File: config.mk
export PLATFORM = sky130hd
export DESIGN_NAME = frr_delay
export DESIGN_NICKNAME = d
export VERILOG_FILES = /design/src/sv/frr_delay.sv
export SDC_FILE = /design/constraint.sdc
export NUM_CORES = 1
export LEC_CHECK = 0
export ABC_AREA = 1
export BUFFER_PORTS_ARGS = -buffer_cell sky130_fd_sc_hd__buf_4
export CORE_AREA = 2 2 39 41
export DETAILED_ROUTE_END_ITERATION = 8
export DIE_AREA = 0 0 41 43
export PLACE_DENSITY = 0.8
export SLEW_MARGIN = 20
export SYNTH_ARGS = -nofsm -noshare
export SYNTH_HDL_FRONTEND = slang
export SYNTH_SLANG_ARGS = --single-unit
File: constraint.sdc
create_clock -name clock -period 1.2 [get_ports clock]
set_input_delay 0.24 -clock clock [delete_from_list [all_inputs] [get_ports clock]]
set_output_delay 0.24 -clock clock [all_outputs]
set_load 0.03 [all_outputs]
File: src/sv/frr_delay.sv
// ----------------------------------------------------------------------------
// frr_delay
// sideband shift line with valid bits, stalls with the main pipeline
// ----------------------------------------------------------------------------
module frr_delay #(
   parameter int W     = 8,
   parameter int DEPTH = 2
) (
   input  logic         clock,
   input  logic         reset,
   input  logic         en,
   input  logic         in_vld,
   input  logic [W-1:0] in_data,
   output logic         out_vld,
   output logic [W-1:0] out_data
);

   logic [DEPTH-1:0] vld_ff;
   logic [W-1:0]     dat_ff [0:DEPTH-1];

   always_ff @(posedge clock) begin
      if (reset) begin
         vld_ff <= '0;
      end else if (en) begin
         vld_ff <= {vld_ff[DEPTH-2:0], in_vld};
      end
   end

   always_ff @(posedge clock) begin
      if (en) begin
         dat_ff[0] <= in_data;
         for (int i = 1; i < DEPTH; i++) begin
            dat_ff[i] <= dat_ff[i-1];
         end
      end
   end

   assign out_vld  = vld_ff[DEPTH-1];
   assign out_data = dat_ff[DEPTH-1];

endmodule

## Word level (Yosys, flattened, before mapping)

Memories as Yosys holds them, arrays and structs flattened.
Cells that the tools add are included.

- Add/sub/neg operators: 0
- Mux-type cells: 2
- Magnitude comparators: 0
- Div/mod/pow operators: 0
- Reduce and logical (&&, ||, !) cells: 0
- Shift operators: 0
- Equal/unequal tests: 0
- Bitwise gates (word level): 0
- Multiply operators: 0

Operators with widths:

| kind | count |
|---|---|
| 2-to-1 mux 1 bit | 2 |

- RAM bits: 16
- Memory bits (read-only): 0
- Bits in latches: 0
- Output and inout bits: 9
- Word-level logic and storage cells: 4
- Flip-flop bits (word level): 2
- Bits of input ports: 12
- Memories: 1

Memories:

| name | depth | bits a word | read ports | clocked after memory_dff | write ports | RTL line | text |
|---|---|---|---|---|---|---|---|
| dat_ff | 2 | 8 | 2 | 0 | 2 | 19 | `logic [W-1:0] dat_ff [0:DEPTH-1];` |

## Logic depth before layout (Yosys ltp)

- Depth in word-level cells: 2
- Depth in mapped cells: 4
- Gate-level depth less buffers: 4

## Worst setup path after synthesis

Ideal clock, no wire load.

- Path kind: reg-to-output
- From: memory dat_ff[1][0] (netlist: dat_ff[0][8])
- To: output port out_data[0]
- Arrival time: 0.501 ns
- Slack: 0.459 ns
- Cell stages (with the launch flop): 2
- Data required time: 0.960 ns
- Cell sequence: edfxtp_1 -> buf_4

RTL lines:

| element | RTL line | text |
|---|---|---|
| start, declared | 19 |  |
| end, declared | 15 | `output logic [W-1:0] out_data` |

==> key figures <==
Floorplan
  • Cell row count: 14
  • Chip Height: 43 um
  • Die Wd: about 40 um
  • Die footprint: 1760 sq um
  • Starting Density: 0.451
  • Placeable Area: 1380 sq um
  • IO Count: 21

Pwr
  • VDD IR-drop max: 0.665 mV
  • Power Dens Cells: 1500 nW/um^2
  • P_leak: 0.000318 uW
  • Comb power frac: 0.105
  • Switching part of the total power: 0.208
  • Total Power: 1140 uW
  • Switching power: 237 uW
  • Clock network fraction of total power: 0.243
  • Int Power: 904 uW
  • Sequential power share: 0.652

Placement
  • Final GP Congestion: 0.597
  • Port buffer count: 20
  • Cell Count Post-Placement: 65
  • Dpl hpwl: 509 um

Yosys
  • Syn avg cell area: 16.9 sq um
  • Synth area leaders: edfxtp_1 (77%), buf_4 (9.6%), dfxtp_1 (6.4%)
  • Post-synth EDFFs: 16
  • Prevailing post-synth register cell: edfxtp_1
  • Syn_nets: a little under 50
  • Top cells by count, synth: edfxtp_1 (16), buf_4 (8), nand2_1 (4), inv_1 (3), nor2_1 (3)
  • Ys Warns: 0
  • Mapped Area: 624 sq um
  • Most common cell in the netlist: edfxtp_1
  • Post-synth top area share: 0.770
  • Yosys cell types: 7
  • Synth async-reset ratio: 0
  • Syn Inst Count: 37
  • #FFs+latches synth: 18
  • Synth area leader: edfxtp_1
  • Register area share after synthesis: 0.834

Worst setup path
  • Slowest stage delay, CP: 0.38 ns
  • Critical path class: reg2out
  • Crit end category: primary output
  • CP cell instances: buf_4
  • Buf/Inv on CP: 1
  • Max FO, Critical Path: 1
  • Critical Path AT: 0.83 ns
  • Crit path max-delay family: flip-flops
  • Crit-path slowest cell: edfxtp_1
  • Crit path required time: 0.96 ns
  • Critical Path Source Type: register

Status
  • Status: complete, no violations

Detailed routing
  • Remaining DRCs: 0
  • Final wirelength: 664 um
  • Pre-antenna DRT Iters: 2
  • ANT nets after route: 0
  • Drt initial violations: 3
  • Routed length per instance: a little under 10 um
  • Via density: 4.22
  • Via count: about 290

STA
  • Worst hold margin: 0.132 ns
  • Final hold vios: 0
  • Final worst-path cycle share: 0.890
  • Setup TNS: 0 ns
  • Tmin final: 1.07 ns
  • Fmax: ~940 MHz
  • Max-Slew Margin vs Limit: 0.846
  • Slew Viols, Final: 0
  • Final setup viols: 0
  • Least-Margin Pin Slew: 0.230 ns
  • RSZ-0062 raised after global routing: false
  • Max Clock Skew: 0.00708 ns

Flow run
  • Maxcap violations: 0

Clocking
  • Depth of the CTS H-tree: 1
  • Clk sinks: 18
  • Worst-skew pair later-pin latency: 0.28 ns
  • Post-CTS Setup Bufs: 0
  • Num CTS Buffers: 3
  • Hold buffers post-CTS: 0
  • Root Driver: clkbuf_4
  • Max clock buf depth: 2
  • CTS tree: built
  • Post-CTS sizing: 0
  • Clock transition at the registers of the reported paths: 0.09 ns

Global routing
  • Largest net degree at the start of global routing: 21
  • First-pass GRT wire length: 1.10 mm
  • Vias in the first global route: around 280
  • Total gr overflow: 0
  • Gr usage total: 0.101
  • Initial antenna violation count: 0

Final layout
  • Nets: 66
  • Area Overhead vs Synth: 21.8%
  • Final Util: 0.550
  • Final std cells w/o fill: between 60 and 70
  • # diodes: 0
  • Layout cells sized above 1: 0.453

Worst hold path
  • Path category of the worst min-delay check: in2reg
==> metal layers <==
layer | GRT usage | vias up | routed length (um)
li1 | - | 148 | -
met1 | 0.109 | 121 | 252
met2 | 0.141 | 20 | 309
met3 | 0.0524 | 2 | 94
met4 | 0.0800 | 0 | 8
met5 | 0 | - | 0
==> power by group through the flow <==
stage | clock, uW | sequential, uW | combinational, uW
floorplan | 0 | 760 | 72.3
global placement | 0 | 757 | 119
detailed placement | 0 | 759 | 121
CTS | 293 | 745 | 121
global route | 331 | 748 | 129
finish | 277 | 744 | 120
==> cell usage in the layout (no fill, tap or decap), drive strengths merged <==
cell | Yosys | routed
buf | 8 | 20
edfxtp | 16 | 16
nand2 | 4 | 4
nor2 | 4 | 4
inv | 3 | 3
clkbuf | 0 | 3
dfxtp | 2 | 2
clkinv | 0 | 1
==> registers in the layout, indices dropped and copies added, names as in the netlist <==
signal  count
vld_ff      2
dat_ff     16
==> final cells by class <==
cell class | count | area [sq um]
Multi-Input combinational cell | 8 | 32.5
Sequential cell | 18 | 520
Clock buffer | 3 | 22.5
Clock inverter | 1 | 3.75
Tap cell | 16 | 20.0
Inverter | 3 | 11.3
Fill cell | 121 | 623
Timing Repair Buffer | 20 | 150
==> worst paths after layout <==
| kind | startpoint | to | slack (ns) | cells after the start |
|---|---|---|---|---|
| setup reg to reg | dat_ff[0][2] | dat_ff[0][10] | 0.59 | 0 |
| hold reg to reg | dat_ff[0][5] | dat_ff[0][13] | 0.43 | 0 |
| setup / recovery | dat_ff[0][10] | out_data[2] | 0.13 | 1 |
| hold / removal | in_data[3] | dat_ff[0][3] | 0.13 | 1 |
==> per-stage QoR <==
stage	setup WS, ns	cell area, sq um
finish	0.132	761
global route	0.0823	761
CTS	0.109	761
detailed placement	0.402	734
global placement	0.418	734
floorplan	0.459	624
==> cells by family (layout without fill, tap and decap cells) <==
kind of cell,Yosys count,in the layout,synth area share
flops,18,18,0.834
buf+inv,11,27,0.114
simple gates,8,8,0.0521
(Power assumes the default switching activity.)
