## src/sv/frr_udiv.sv

```systemverilog
// ----------------------------------------------------------------------------
// frr_udiv
// pipelined restoring divider, one quotient bit per stage, msb first
// expects num < den * 2^QUO_W
// ----------------------------------------------------------------------------
module frr_udiv #(
   parameter int NUM_W = 8,
   parameter int DEN_W = 4,
   parameter int QUO_W = 4
) (
   input  logic             clock,
   input  logic             en,
   input  logic [NUM_W-1:0] num,
   input  logic [DEN_W-1:0] den,
   output logic [QUO_W-1:0] quo
);

   localparam int CW = (NUM_W > DEN_W + QUO_W) ? NUM_W : DEN_W + QUO_W;

   logic [CW-1:0]    rem_ff [0:QUO_W-2];
   logic [DEN_W-1:0] den_ff [0:QUO_W-2];
   logic [QUO_W-1:0] quo_ff [0:QUO_W-1];

   for (genvar s = 0; s < QUO_W; s++) begin : g_step
      logic [CW-1:0]    rem_cur;
      logic [CW-1:0]    trial;
      logic [CW-1:0]    rem_in;
      logic [DEN_W-1:0] den_cur;
      logic [QUO_W-1:0] quo_cur;
      logic             ge;

      if (s == 0) begin : g_first
         assign rem_cur = CW'(num);
         assign den_cur = den;
         assign quo_cur = '0;
      end else begin : g_next
         assign rem_cur = rem_ff[s-1];
         assign den_cur = den_ff[s-1];
         assign quo_cur = quo_ff[s-1];
      end

      assign trial  = CW'(den_cur) << (QUO_W - 1 - s);
      assign ge     = rem_cur >= trial;
      assign rem_in = ge ? rem_cur - trial : rem_cur;

      always_ff @(posedge clock) begin
         if (en) begin
            quo_ff[s] <= {quo_cur[QUO_W-2:0], ge};
         end
      end

      if (s < QUO_W - 1) begin : g_keep
         always_ff @(posedge clock) begin
            if (en) begin
               rem_ff[s] <= rem_in;
               den_ff[s] <= den_cur;
            end
         end
      end
   end

   assign quo = quo_ff[QUO_W-1];

endmodule

```

## config.mk

```make
export PLATFORM = sky130hd
export DESIGN_NAME = frr_udiv
export DESIGN_NICKNAME = d
export VERILOG_FILES = /design/src/sv/frr_udiv.sv
export SDC_FILE = /design/constraint.sdc
export NUM_CORES = 1
export LEC_CHECK = 0
export ABC_AREA = 1
export BUFFER_PORTS_ARGS = -buffer_cell sky130_fd_sc_hd__buf_2
export CAP_MARGIN = 20
export CORE_MARGIN = 2
export CORE_UTILIZATION = 64
export DETAILED_ROUTE_END_ITERATION = 7
export PLACE_DENSITY = 0.93
export SYNTH_ARGS = -nofsm -noshare
export SYNTH_HDL_FRONTEND = slang
export SYNTH_SLANG_ARGS = --single-unit
```

## constraint.sdc

```tcl
create_clock -name clock -period 3.8 [get_ports clock]
set_input_delay 0.76 -clock clock [delete_from_list [all_inputs] [get_ports clock]]
set_output_delay 0.76 -clock clock [all_outputs]
set_load 0.005 [all_outputs]
```

=== Word-level counts from Yosys, hierarchy flattened ===
Memories as Yosys holds them, arrays and structs flattened.
Index checks and enable logic that the tools add are counted.

* Add/sub/neg operators: 3
* Magnitude comparators: 4
* Mux-type cells: 5

{| class="wikitable"
|+ Operators by type and width
! kind !! number
|-
| two-way mux 8 bit || 3
|-
| >= comparator 8 x 4 -> 1 bit || 1
|-
| >= comparator 8 x 5 -> 1 bit || 1
|-
| >= comparator 8 x 6 -> 1 bit || 1
|-
| >= comparator 8 x 7 -> 1 bit || 1
|-
| subtractor 8 x 5 -> 8 bit || 1
|-
| subtractor 8 x 6 -> 8 bit || 1
|-
| subtractor 8 x 7 -> 8 bit || 1
|-
| two-way mux 1 bit || 2
|}

* Register bits: 0
* Memory bits (writable): 52
* Bits of input ports: 14
* Output and inout port bits: 4
* Logic and storage cells: 15
* Memories: 3

{| class="wikitable"
|+ Memories
! memory !! depth !! width !! read ports !! clocked after Yosys merged registers in !! write ports !! RTL line !! RTL
|-
| rem_ff || 3 || 8 || 3 || 0 || 3 || 20 || <nowiki>logic [CW-1:0] rem_ff [0:QUO_W-2];</nowiki>
|-
| quo_ff || 4 || 4 || 4 || 0 || 4 || 22 || <nowiki>logic [QUO_W-1:0] quo_ff [0:QUO_W-1];</nowiki>
|-
| den_ff || 3 || 4 || 3 || 0 || 3 || 21 || <nowiki>logic [DEN_W-1:0] den_ff [0:QUO_W-2];</nowiki>
|}

=== Longest topological paths before layout ===
An unclocked memory read counts as a cell.

* Word-level depth: 3
* Mapped depth: 10
* Gate-level depth less buffers: 10

=== Least setup slack after synthesis ===
No wires, ideal clock.

* Path type: input -> register
* From: input port num[3]
* To: memory rem_ff[0][7] (netlist bit), data pin
* Setup time: 0.249 ns
* Arrival time: 1.763 ns
* Required time: 3.551 ns
* Setup slack: 1.788 ns
* Stages: 9
* Path buffers: 0
* Cells stage by stage: inv_1 > ha_1 > inv_1 > fa_1 > nand3_1 > nand3_1 > xor2_1 > nand2_1 > inv_1

{| class="wikitable"
|+ RTL lines
! item !! RTL line !! RTL
|-
| from (decl) || 13 || <nowiki>input logic [NUM_W-1:0] num,</nowiki>
|-
| to (decl) || 20 ||
|}

==> impl_metrics.toml <==
[synth]
synth_ff_type = "edfxtp_1"
synth.avg_cell_area_um2 = 10.25
ys_async_sr_fraction_pct = 0
syn-cell-area_mm2 = 0.002471
synth_top_area_share_pct = 55.90
postSynthCellCount = 241
synth.distinct_cells = 27
synth.net_count = 274
ys_seq_elements = 46
ys_warn_count = 0
yosysTopAreaCell = "edfxtp_1"
ys_seq_area_share_pct = 55.90
synth_edf_count = 46
netlist_top_cells_count = "nand2_1, edfxtp_1, inv_1, nand3_1, nor2_1"
yosysMostFrequentCell = "nand2_1"
yosys-top-cells-area = "edfxtp_1, ha_1, nand2_1"

[grt]
grt_pass1_wl_mm = 7.127
grt_overflow = 0
grt_pass1_vias = 1673
grt_usage_pct = 22.18
grt_max_degree = 47
antenna_found_initial = 0

[setup_path]
start_kind = "primary input"
cp.required_ns = 3.87
r2r_setup_slack_ns = 1.98
cp_max_fo = 2
crit_type = "primary input to flip-flop"
worstPathArrival_ns = 1.98
worstSetupEndpointType = "flip-flop"

[detailed_routing]
drtAntennaViolNets = 0
drc = 0
totalWireLength_mm = 4.188
firstDrtPassIters = 5
first_iter_violations = 144
avgRoutedWirePerCell_um = 13.34
routed-via-count = 1702
vias_per_cell = 5.420

[floorplan]
die_w_um = 66.14
dieArea_mm2 = 0.004374
io_pins = 18
core.rowCount = 22
core_mm2 = 0.003689
die_y_um = 66.14
start_util_pct = 66.99

[final_layout]
fillers = 264
syn_to_final_growth_pct = 9.519
diodes = 0
drive_above_1_share_pct = 16.17
nets = 298

[sta]
slew_headroom_pct = 36.12
setup-violations-final = 0
period_needed_ns = 1.908
period_share_pct = 50.22
slew_violations = 0
hold_viol = 0
tns_ns = 0
fmax_mhz = 524.0
rsz0062_at_grt = "no"
skew_ns = 0.004411
tightest_slew_ns = 0.9582
post-route-worst-setup-slack_ns = 1.892

[clock_tree]
clock_sinks = 46
cts_setup_buffers = 0
holdBufCountCts = 0
htreeDepth = 2
cts-resized-gates = 0
cts_root_buffer = "clkbuf_8"
tritoncts = "built"
clkTransAtPathRegs_ns = 0.09
cts_buffers = 5
clockBufferDepth = 2
insertion_delay_ns = 0.30

[pwr]
peakVddDrop_mv = 0.3479
leakage_uw = 0.001230
p_per_area_mw_per_mm2 = 475.8

[place]
hpwl_mm = 3.188
gp_congestion = 0.8760
pre_cts_slack_ns = 1.585
port_buffers = 17

[job]
drv_cap = 0

[outcome]
status = "finished clean"

[hold_path]
hp-class = "flip-flop to flip-flop"
-- kinds of logic after synthesis --
logic type / Yosys count / share of synthesized area [%]
compound gates: 13 / 3.646
xor+xnor: 4 / 1.418
fa+ha+maj: 19 / 10.53
buf+inv: 44 / 6.684
flops: 46 / 55.90
simple gates: 115 / 21.82
-- metal layers --
metal / vias up / track usage (%) / routed length (um)
li1: 846 / - / -
met1: 787 / 23.52 / 1610
met2: 57 / 41.25 / 2265
met3: 12 / 5.281 / 201
met4: 0 / 9.694 / 110
met5: - / 0 / 0
-- layout by cell type (no fill, tap or decap), types with 4 or more instances in the layout --
master    instances
a21oi_1           4
buf_2            17
clkbuf_8          5
edfxtp_1         46
ha_1             16
inv_1            42
nand2_1          53
nand2_2           6
nand3_1          23
nand4_1           5
nor2_1           17
xor2_1            4
-- state kept, by name (all words and copies together), names as in the netlist --
signal and count:
den_ff 12, rem_ff 24, quo_ff 10
-- path summary, 6_finish.rpt --
check,from,end,depth (start not counted)
min,quo_ff[2][1]$_DFFE_PP_,quo_ff[3][2]$_DFFE_PP_,0
max,num[3],rem_ff[0][7]$_DFFE_PP_,10
min reg2reg,quo_ff[2][1]$_DFFE_PP_,quo_ff[3][2]$_DFFE_PP_,0
max reg2reg,rem_ff[0][9]$_DFFE_PP_,rem_ff[0][21]$_DFFE_PP_,9
-- worst max-delay path, stage by stage --
cell and delay [ns]:
buf_2 0.10, inv_1 0.05, ha_1 0.16, inv_1 0.07, fa_1 0.41, nand3_1 0.11
nand3_1 0.09, xor2_1 0.15, nand2_1 0.05, inv_1 0.03
-- power breakdown --
group	internal, uW	switching (uW)	total [uW]
logic	121	190	311
registers	643	36.1	679
clock network	129	169	298
-- through the flow --
step	total power, uW	instance area, um2	instances	hold WS, ns	utilization [%]
final	1288	2706	314	0.4241	73.37
after global routing	1366	2706	314	0.4300	73.37
after CTS	1291	2706	314	0.4264	73.37
after detailed placement	998.0	2616	306	0.4062	70.93
after global placement	968.8	2616	306	0.4014	70.93
after floorplan	911.6	2471	241	0.4003	-
-- cell type report --
type / instances / area, um2 / share of cell area [%]
flip-flops and latches: 46 / 1381 / 51.04
well taps: 48 / 60.06 / 2.219
repair buffers: 17 / 85.08 / 3.144
multi-input cells: 151 / 924.6 / 34.17
inverters: 44 / 165.2 / 6.103
clock inverters: 3 / 21.27 / 0.7859
clock buffers: 5 / 68.82 / 2.543
(Power assumes the default switching activity.)
