==> src/sv/frr_isqrt.sv <==
// ----------------------------------------------------------------------------
// frr_isqrt
// pipelined floor square root, one root bit per stage
// ----------------------------------------------------------------------------
module frr_isqrt #(
   parameter int RT_W = 8
) (
   input  logic              clock,
   input  logic              en,
   input  logic [2*RT_W-1:0] rad,
   output logic [RT_W-1:0]   root
);

   localparam int RM_W = RT_W + 3;

   logic [RM_W-1:0]   rem_ff  [0:RT_W-2];
   logic [2*RT_W-1:0] rad_ff  [0:RT_W-2];
   logic [RT_W-1:0]   root_ff [0:RT_W-1];

   for (genvar s = 0; s < RT_W; s++) begin : g_step
      logic [RM_W-1:0]   rem_cur;
      logic [RM_W-1:0]   rem_sh;
      logic [RM_W-1:0]   trial;
      logic [RM_W-1:0]   rem_in;
      logic [2*RT_W-1:0] rad_cur;
      logic [RT_W-1:0]   root_cur;
      logic              ge;

      if (s == 0) begin : g_first
         assign rem_cur  = '0;
         assign rad_cur  = rad;
         assign root_cur = '0;
      end else begin : g_next
         assign rem_cur  = rem_ff[s-1];
         assign rad_cur  = rad_ff[s-1];
         assign root_cur = root_ff[s-1];
      end

      // bring down the next pair of radicand bits
      assign rem_sh = {rem_cur[RM_W-3:0], rad_cur[2*RT_W-1 -: 2]};
      assign trial  = RM_W'({root_cur, 2'b01});
      assign ge     = rem_sh >= trial;
      assign rem_in = ge ? rem_sh - trial : rem_sh;

      always_ff @(posedge clock) begin
         if (en) begin
            root_ff[s] <= {root_cur[RT_W-2:0], ge};
         end
      end

      if (s < RT_W - 1) begin : g_keep
         always_ff @(posedge clock) begin
            if (en) begin
               rem_ff[s] <= rem_in;
               rad_ff[s] <= rad_cur << 2;
            end
         end
      end
   end

   assign root = root_ff[RT_W-1];

endmodule

==> config.mk <==
export PLATFORM = sky130hd
export DESIGN_NAME = frr_isqrt
export DESIGN_NICKNAME = d
export VERILOG_FILES = /design/src/sv/frr_isqrt.sv
export SDC_FILE = /design/constraint.sdc
export NUM_CORES = 1
export LEC_CHECK = 0
export BUFFER_PORTS_ARGS = -buffer_cell sky130_fd_sc_hd__buf_2
export CAP_MARGIN = 0
export CORE_AREA = 3 3 134 136
export DETAILED_ROUTE_END_ITERATION = 8
export DIE_AREA = 0 0 137 139
export PLACE_DENSITY_LB_ADDON = 0.25
export SKIP_CTS_REPAIR_TIMING = 1
export SYNTH_ARGS = -nofsm -noshare
export SYNTH_HDL_FRONTEND = slang
export SYNTH_SLANG_ARGS = --single-unit
==> constraint.sdc <==
create_clock -name clock -period 4.2 [get_ports clock]
set_input_delay 0.21 -clock clock [delete_from_list [all_inputs] [get_ports clock]]
set_output_delay 0.21 -clock clock [all_outputs]
set_load 0.02 [all_outputs]
---- After elaboration in Yosys (flattened, before gate mapping) ----
Memories as Yosys holds them, arrays and structs flattened.
Index checks and enable logic that the tools add are counted.
storage, ports and cells
  word-level logic and storage cells ...... 27
  memory bits (writable) .................. 239
  output and inout port bits .............. 8
  register bits ........................... 0
  memories ................................ 3
  bits in latches ......................... 0
  memory bits (read-only) ................. 0
cells by class
  shift operators ......................... 0
  equal/unequal tests ..................... 0
  muxes and demuxes ....................... 9
  $mul .................................... 0
  divide/modulo/power cells ............... 0
  add/sub/neg operators ................... 7
  order comparisons ....................... 8
  bitwise operators ....................... 0
  reduce and logical (&&, ||, !) cells .... 0
memories
  memory   depth  bits a word  read ports  clocked after Yosys merged registers in  wr ports  RTL line  text
  rad_ff   7      14           7           0                                        7         17        logic [2*RT_W-1:0] rad_ff [0:RT_W-2];
  rem_ff   7      11           7           0                                        7         16        logic [RM_W-1:0] rem_ff [0:RT_W-2];
  root_ff  8      8            8           0                                        8         18        logic [RT_W-1:0] root_ff [0:RT_W-1];
operators with widths
  cell                 count
  $ge 11x10->1         7
  $mux 11              7
  $sub 11x10->11       6
  $sub 2x1->3 const B  1
  $ge 2x1->1 const B   1
  $mux 1               2

---- Logic depth before layout (Yosys ltp) ----
Gate-level depths: netlist of the first run.
An unclocked memory read counts as a cell.
  depth in word-level cells ............... 3
  mapped depth ............................ 8

---- Least setup slack after synthesis of the first run ----
Ideal clock, no wire load.
  path type ............................... flip-flop to flip-flop
  start point ............................. memory rem_ff[2][0] (netlist bit)
  end point ............................... memory rem_ff[3][2] (netlist bit), data pin
  required time ........................... 3.940 ns
  path buffers ............................ 1
  cell stages (with the launch flop) ...... 8
  arrival time ............................ 1.865 ns
  setup slack ............................. 2.075 ns
  library setup time ...................... 0.260 ns
  cell sequence ........................... edfxtp_1 > ha_1 > o21a_1 > o21a_1 > o21ai_0 > and3_1 > buf_4 > mux2_2
RTL lines
  item         RTL line
  from (decl)  16

==> results of run 1 <==
-- per-stage QoR --
| step | total power, mW | std cells |
|---|---|---|
| after floorplan | 2.227 | 478 |
| after global placement | 2.344 | 726 |
| after detailed placement | 2.366 | 726 |
| after CTS | 3.773 | 758 |
| after global routing | 3.924 | 772 |
| final | 3.733 | 772 |
-- state kept, by name, summed over array words and instances (netlist names) --
signal / count
rad_ff: 56
rem_ff: 57
root_ff: 36
-- cell families (layout without fill, tap and decap cells) --
logic type,Yosys count,after routing,share of synthesized area [%]
fa+ha+maj,41,41,7.638
compound gates,91,91,8.569
flops,149,149,66.62
simple gates,100,100,8.066
other cells,1,1,0.05583
buf+inv,56,125,3.372
xor+xnor,26,26,3.390
mux,14,14,2.291
-- layer usage --
layer  up-vias  wire [microns]  GRT usage, %
met3        27             324         3.846
met1      1832            4197         13.06
met2        75            5861         21.59
met5         -               0             0
li1       1894               -             -
met4         0             319         5.357
-- Yosys cell counts, types with 4 or more instances --
cell type  count
nor4_1         4
o31ai_1        7
nand4_1        4
or4_1          6
o211ai_1       4
o21a_1        11
nand3_1        6
nor2b_1        7
o21ai_0       26
nand3b_1       4
nor3_1         5
mux2_2        11
a21oi_1       24
edfxtp_1     149
xor2_1        10
xnor2_1       16
nand2_1       19
nor2_1        24
inv_1         52
ha_1          41
-- power groups by stage --
stage	combinational (mW)	clock (mW)	sequential [mW]
final	0.457	1.39	1.89
after global routing	0.517	1.50	1.91
after CTS	0.449	1.43	1.89
after detailed placement	0.445	0	1.92
after global placement	0.430	0	1.91
after floorplan	0.325	0	1.90
-- worst min path at each step --
stage / startpoint / end / slack (ns)
after floorplan: rad[0] / rad_ff[0][0] / 0.31
after global placement: rad[9] / rad_ff[0][9] / 0.39
after detailed placement: rad[8] / rad_ff[0][8] / 0.39
after CTS: rad[11] / rad_ff[0][11] / -0.06
after global routing: rad[15] / root_ff[0][0] / 0.07
final: rad[14] / root_ff[0][0] / 0.08
-- cell type report --
class	count	share of cell area (%)
clock inverters	12	1.348
clock buffers	20	5.602
well taps	225	3.612
multi-input cells	273	25.86
inverters	52	2.504
flip-flops and latches	149	57.40
repair buffers	41	3.676
==> impl_metrics.ini, run 1 <==
[cells_and_area]
antennaDiodeCount = 0
fin_util_pct = 45.70
fill_cells = 1530
area_growth_pct = 16.06
most-common-layout-cells = edfxtp_1 (149), inv_1 (52), ha_1 (41)
nNetsFinal = 593
stdcell_area_sq_um = 7795
final_common_cell = edfxtp_1
drive_gt1_share_pct = 12.43
multi_input_area_sq_um = 2016
regArea_sq_um = 4474

[die]
core.rowCount = 48
io_pins = 26
die_h_microns = 139
die_area_sq_um = 19040
coreArea_sq_um = 17060
die_w_microns = 137
start_util_pct = 39.38

[grt]
grt_max_degree = 70
grt_pass1_wl_microns = 18220
track_usage_pct = 12.15
grt_overflow_total = 0
grt_pass1_vias = 3945
antenna_found_initial = 0

[routing]
vias = 3828
wl_microns = 10700
wl_per_cell_microns = 13.86
viasPerCell = 4.959
first_pass_iters = 4
drt_iter0_markers = 151
drtAntennaViolNets = 0
drc = 0

[power_and_ir_drop]
power_per_cell_area_nw_per_um2 = 478.9
ir_drop_v = 0.0002871
clkPwrFrac_pct = 37.1
p_seq_share_pct = 50.6
leakagePower_nw = 2.960
switching_share_pct = 23.93
internal_power_mw = 2.839
combPwrFrac_pct = 12.2
switching_power_uw = 893.2

[worst_setup_path]
crit_end = rem_ff[4][5]
cp.required_ns = 4.36
end_kind = flip-flop
slowest_stage = o211ai_1
crit_buf_inv = 0
cp-start-kind = flip-flop
cp_max_fo = 12
slowest_delay_ns = 0.47
rrSetupSlack_ns = 1.68
arrival_ns = 2.68
r2r_cells = 5
cp-startpoint = rem_ff[3][2]
crit_type = reg2reg
rr_endpoint = rem_ff[4][5]
cp_top_family = compound AO/OA/AOI/OAI gates
r2r_start = rem_ff[3][2]
cp_num_cells = 5
crit_chain = ha_1 > a21o_1 > a211oi_1 > o211ai_1 > mux2_2

[sta]
tns_ns = 0
worst_slew_pin_slew_ns = 0.9546
layout_setup_ws_ns = 1.678
finalClockSkew_ns = 0.01023
drv_slew = 0
report.final.setup_viol = 0
rsz0062_at_grt = false
fin_crit_ns = 2.522
fin_crit_sh_pct = 60.04
hold_slack_ns = 0.08297
hold_viol = 0
fmax_mhz = 396.6
relSlewSlack_pct = 36.08

[placement]
dpl_cell_area_sq_um = 7113
dp_hpwl_microns = 7244
globalplace.congestion = 0.9707
port_buffers = 25
dp_slack_ns = 1.728

[flow_run]
drv_cap = 0

[clock_network]
root_buffer = clkbuf_16
cts_tree = yes
clkSlewWorstSetupHoldPaths_ns = 0.06
clock_latency_ns = 0.42
cts_buffers = 17
h-tree-depth = 4
cts_num_sinks = 149
clockBufferDepth = 2

[yosys]
synth_largest_area_cell = edfxtp_1
synth_area_per_cell_sq_um = 14.05
synth_cells = 478
yosys.area.top_type_share_pct = 66.62
syn_area_sq_um = 6716
yosys_most_used_dff = edfxtp_1
synth_seq_area_share_pct = 66.62
synth-async-reset-ratio_pct = 0
synth_area_leaders = edfxtp_1 (67%), ha_1 (7.6%), inv_1 (2.9%)
synth_cell_types = 50
syn-num-nets = 537
yosys_warnings = 0
synth_edf_count = 149
ys_ff_latch = 149

[min_path]
hold_path_class = in2reg
hold_depth = 2

[outcome]
status = finished clean
Note: power is estimated with default switching activity, not from simulation.
==> run 2: changes to the inputs <==
--- a/config.mk
+++ b/config.mk
@@ -5,11 +5,12 @@
 export SDC_FILE = /design/constraint.sdc
 export NUM_CORES = 1
 export LEC_CHECK = 0
+export ABC_AREA = 1
 export BUFFER_PORTS_ARGS = -buffer_cell sky130_fd_sc_hd__buf_2
 export CAP_MARGIN = 0
-export CORE_AREA = 3 3 134 136
+export CORE_AREA = 3 3 139 141
 export DETAILED_ROUTE_END_ITERATION = 8
-export DIE_AREA = 0 0 137 139
+export DIE_AREA = 0 0 142 144
 export PLACE_DENSITY_LB_ADDON = 0.25
 export SKIP_CTS_REPAIR_TIMING = 1
 export SYNTH_ARGS = -nofsm -noshare
==> constraint.sdc (replaced) <==
create_clock -name clock -period 2.2 [get_ports clock]
set_input_delay 0.11 -clock clock [delete_from_list [all_inputs] [get_ports clock]]
set_output_delay 0.11 -clock clock [all_outputs]
set_load 0.02 [all_outputs]
==> run 2 against run 1 <==
  * Synthesized area grew 7.3%
  * Critical path depth grew 4
  * Wire length rose by 19%
  * Synthesized cell count increased by 42%
  * Register-to-register slack worse by 1.5 ns
  * Highest routed layer unchanged
==> impl_metrics.ini, run 2 <==
[die]
start_util_pct = 39.85
core.rowCount = 49
io_pins = 26
die_h_microns = 144
die_area_sq_um = 20450
die_w_microns = 142
coreArea_sq_um = 18090

[placement]
port_buffers = 25
dp_hpwl_microns = 9393
dp_slack_ns = 0.2188
place_inst = 939
globalplace.congestion = 0.8697

[yosys]
synth_area_leaders = edfxtp_1 (62%), nand2_1 (9.9%), ha_1 (7.1%)
synth-async-reset-ratio_pct = 0
synth_most_common_cell = nand2_1
yosys_warnings = 0
syn-num-nets = 740
yosys.area.top_type_share_pct = 62.08
synth_area_per_cell_sq_um = 10.58
synth_cells = 681
synth_edf_count = 149
ys_ff_latch = 149
synth_cell_types = 31
synth_common_cells = nand2_1 (191), edfxtp_1 (149), inv_1 (123)
yosys_most_used_dff = edfxtp_1
synth_seq_area_share_pct = 62.08
synth_largest_area_cell = edfxtp_1
syn_area_sq_um = 7207

[clock_network]
clkSlewWorstSetupHoldPaths_ns = 0.06
cts_buffers = 17
clockBufferDepth = 2
clock_latency_ns = 0.42
root_buffer = clkbuf_16
cts_tree = yes
h-tree-depth = 4
cts_num_sinks = 149

[sta]
worst_slew_pin_slew_ns = 0.6134
hold_viol = 0
layout_setup_ws_ns = 0.1664
finalClockSkew_ns = 0.006150
drv_slew = 0
fin_crit_ns = 2.034
rsz0062_at_grt = false
relSlewSlack_pct = 58.67
report.final.setup_viol = 0
tns_ns = 0
fin_crit_sh_pct = 92.43
fmax_mhz = 491.7

[cells_and_area]
top_register = rem_ff
fin_util_pct = 46.37
nNetsFinal = 805
area_growth_pct = 16.37
drive_gt1_share_pct = 12.12
largestRegisters = rem_ff (57), rad_ff (56), root_ff (36)
fill_cells = 1637
antennaDiodeCount = 0
final_common_cell = nand2_1
finalNonFillerCells = 988
most-common-layout-cells = nand2_1 (191), edfxtp_1 (149), inv_1 (123)
largest_reg_flops = 57

[worst_setup_path]
slowest_delay_ns = 0.50
crit_type = reg2reg
arrival_ns = 2.21
cp.required_ns = 2.38
cp_max_fo = 6
slowest_stage = o21ai_0
end_kind = flip-flop
cp-start-kind = flip-flop
crit_chain = inv_1 > ha_1 > nand2_1 > o21ai_0 > inv_1 > nand3_1 > nand2_1 > nand2_1 > inv_1

[routing]
drtAntennaViolNets = 0
drc = 0
drt_iter0_markers = 263
wl_per_cell_microns = 12.94
first_pass_iters = 5
vias = 4665
wl_microns = 12790
viasPerCell = 4.722

[power_and_ir_drop]
ir_drop_v = 0.0005592
power_per_cell_area_nw_per_um2 = 882.6
leakagePower_nw = 3.713

[grt]
grt_overflow_total = 0
track_usage_pct = 13.32
grt_max_degree = 41
antenna_found_initial = 0
grt_pass1_wl_microns = 21200
grt_pass1_vias = 4490

[min_path]
hold_path_class = in2reg

[flow_run]
drv_cap = 0

[outcome]
status = finished clean
## run 2: cell types whose count changed in the layout (fill, tap and decap cells not counted), sizes merged, moves of 9 or more
cell and change:
nand2 +177, inv +78, nand3 +28, xnor2 -12, mux2 -11, o21a -10
nor2 +9
## run 2: layout make-up
cell class	instances	area, sq um	area share, %
inverter	124	465.4	5.550
clock buffer	17	425.4	5.072
tap	229	286.5	3.416
clock inverter	15	122.6	1.462
timing repair buffer	49	379.1	4.520
multi-input combinational	405	2233	26.63
sequential	149	4474	53.35
## run 2: per-stage QoR
| stage | cell area, sq um | power, mW | hold WS (ns) |
|---|---|---|---|
| final | 8387 | 7.402 | 0.1111 |
| after floorplan | 7207 | 4.430 | 0.2089 |
| after global placement | 7669 | 4.741 | 0.2862 |
| after global routing | 8387 | 7.818 | 0.1104 |
| after detailed placement | 7669 | 4.774 | 0.2881 |
| after CTS | 8217 | 7.480 | -0.1623 |
## run 2: logic make-up after synthesis
logic type      after synthesis  share of synthesized area [%]
simple gates                287                          17.10
flops                       149                          62.08
buf+inv                     127                          6.927
compound gates               61                          4.896
fa+ha+maj                    41                          7.118
xor+xnor                     15                          1.823
other cells                   1                        0.05203
## run 2: worst max-delay path: cells and delay by family, from the launching register on
family	cells	cell delay, ns
buffers and inverters	3	0.23
flip-flops	1	0.38
AO/OA/AOI/OAI	1	0.50
adder cells (fa/ha/maj)	1	0.36
AND/OR/NAND/NOR	4	0.32
## run 2: path summary, 6_finish.rpt
check / start / endpoint / slack [ns] / cells after the start
max: root_ff[0][9] / rem_ff[2][6] / 0.17 / 9
min: en / rad_ff[0][6] / 0.11 / 1
min reg2reg: rad_ff[4][9] / rad_ff[5][11] / 0.42 / 0
max reg2reg: root_ff[0][9] / rem_ff[2][6] / 0.17 / 9
## run 2: report_power, final
group          internal, mW  total (mW)  switching [mW]  leakage (nW)
sequential             3.48        3.61           0.135          1.43
clock                  1.47        2.67            1.20         0.264
combinational         0.423        1.12           0.698          2.02
## run 2: per-layer routing
metal  share of wire [%]  wire length (microns)  track usage (%)
met3                 3.6                    454            4.167
met4                 1.6                    206            4.949
met5                   0                      0                0
met1                  43                   5519            15.42
met2                  52                   6605            23.25
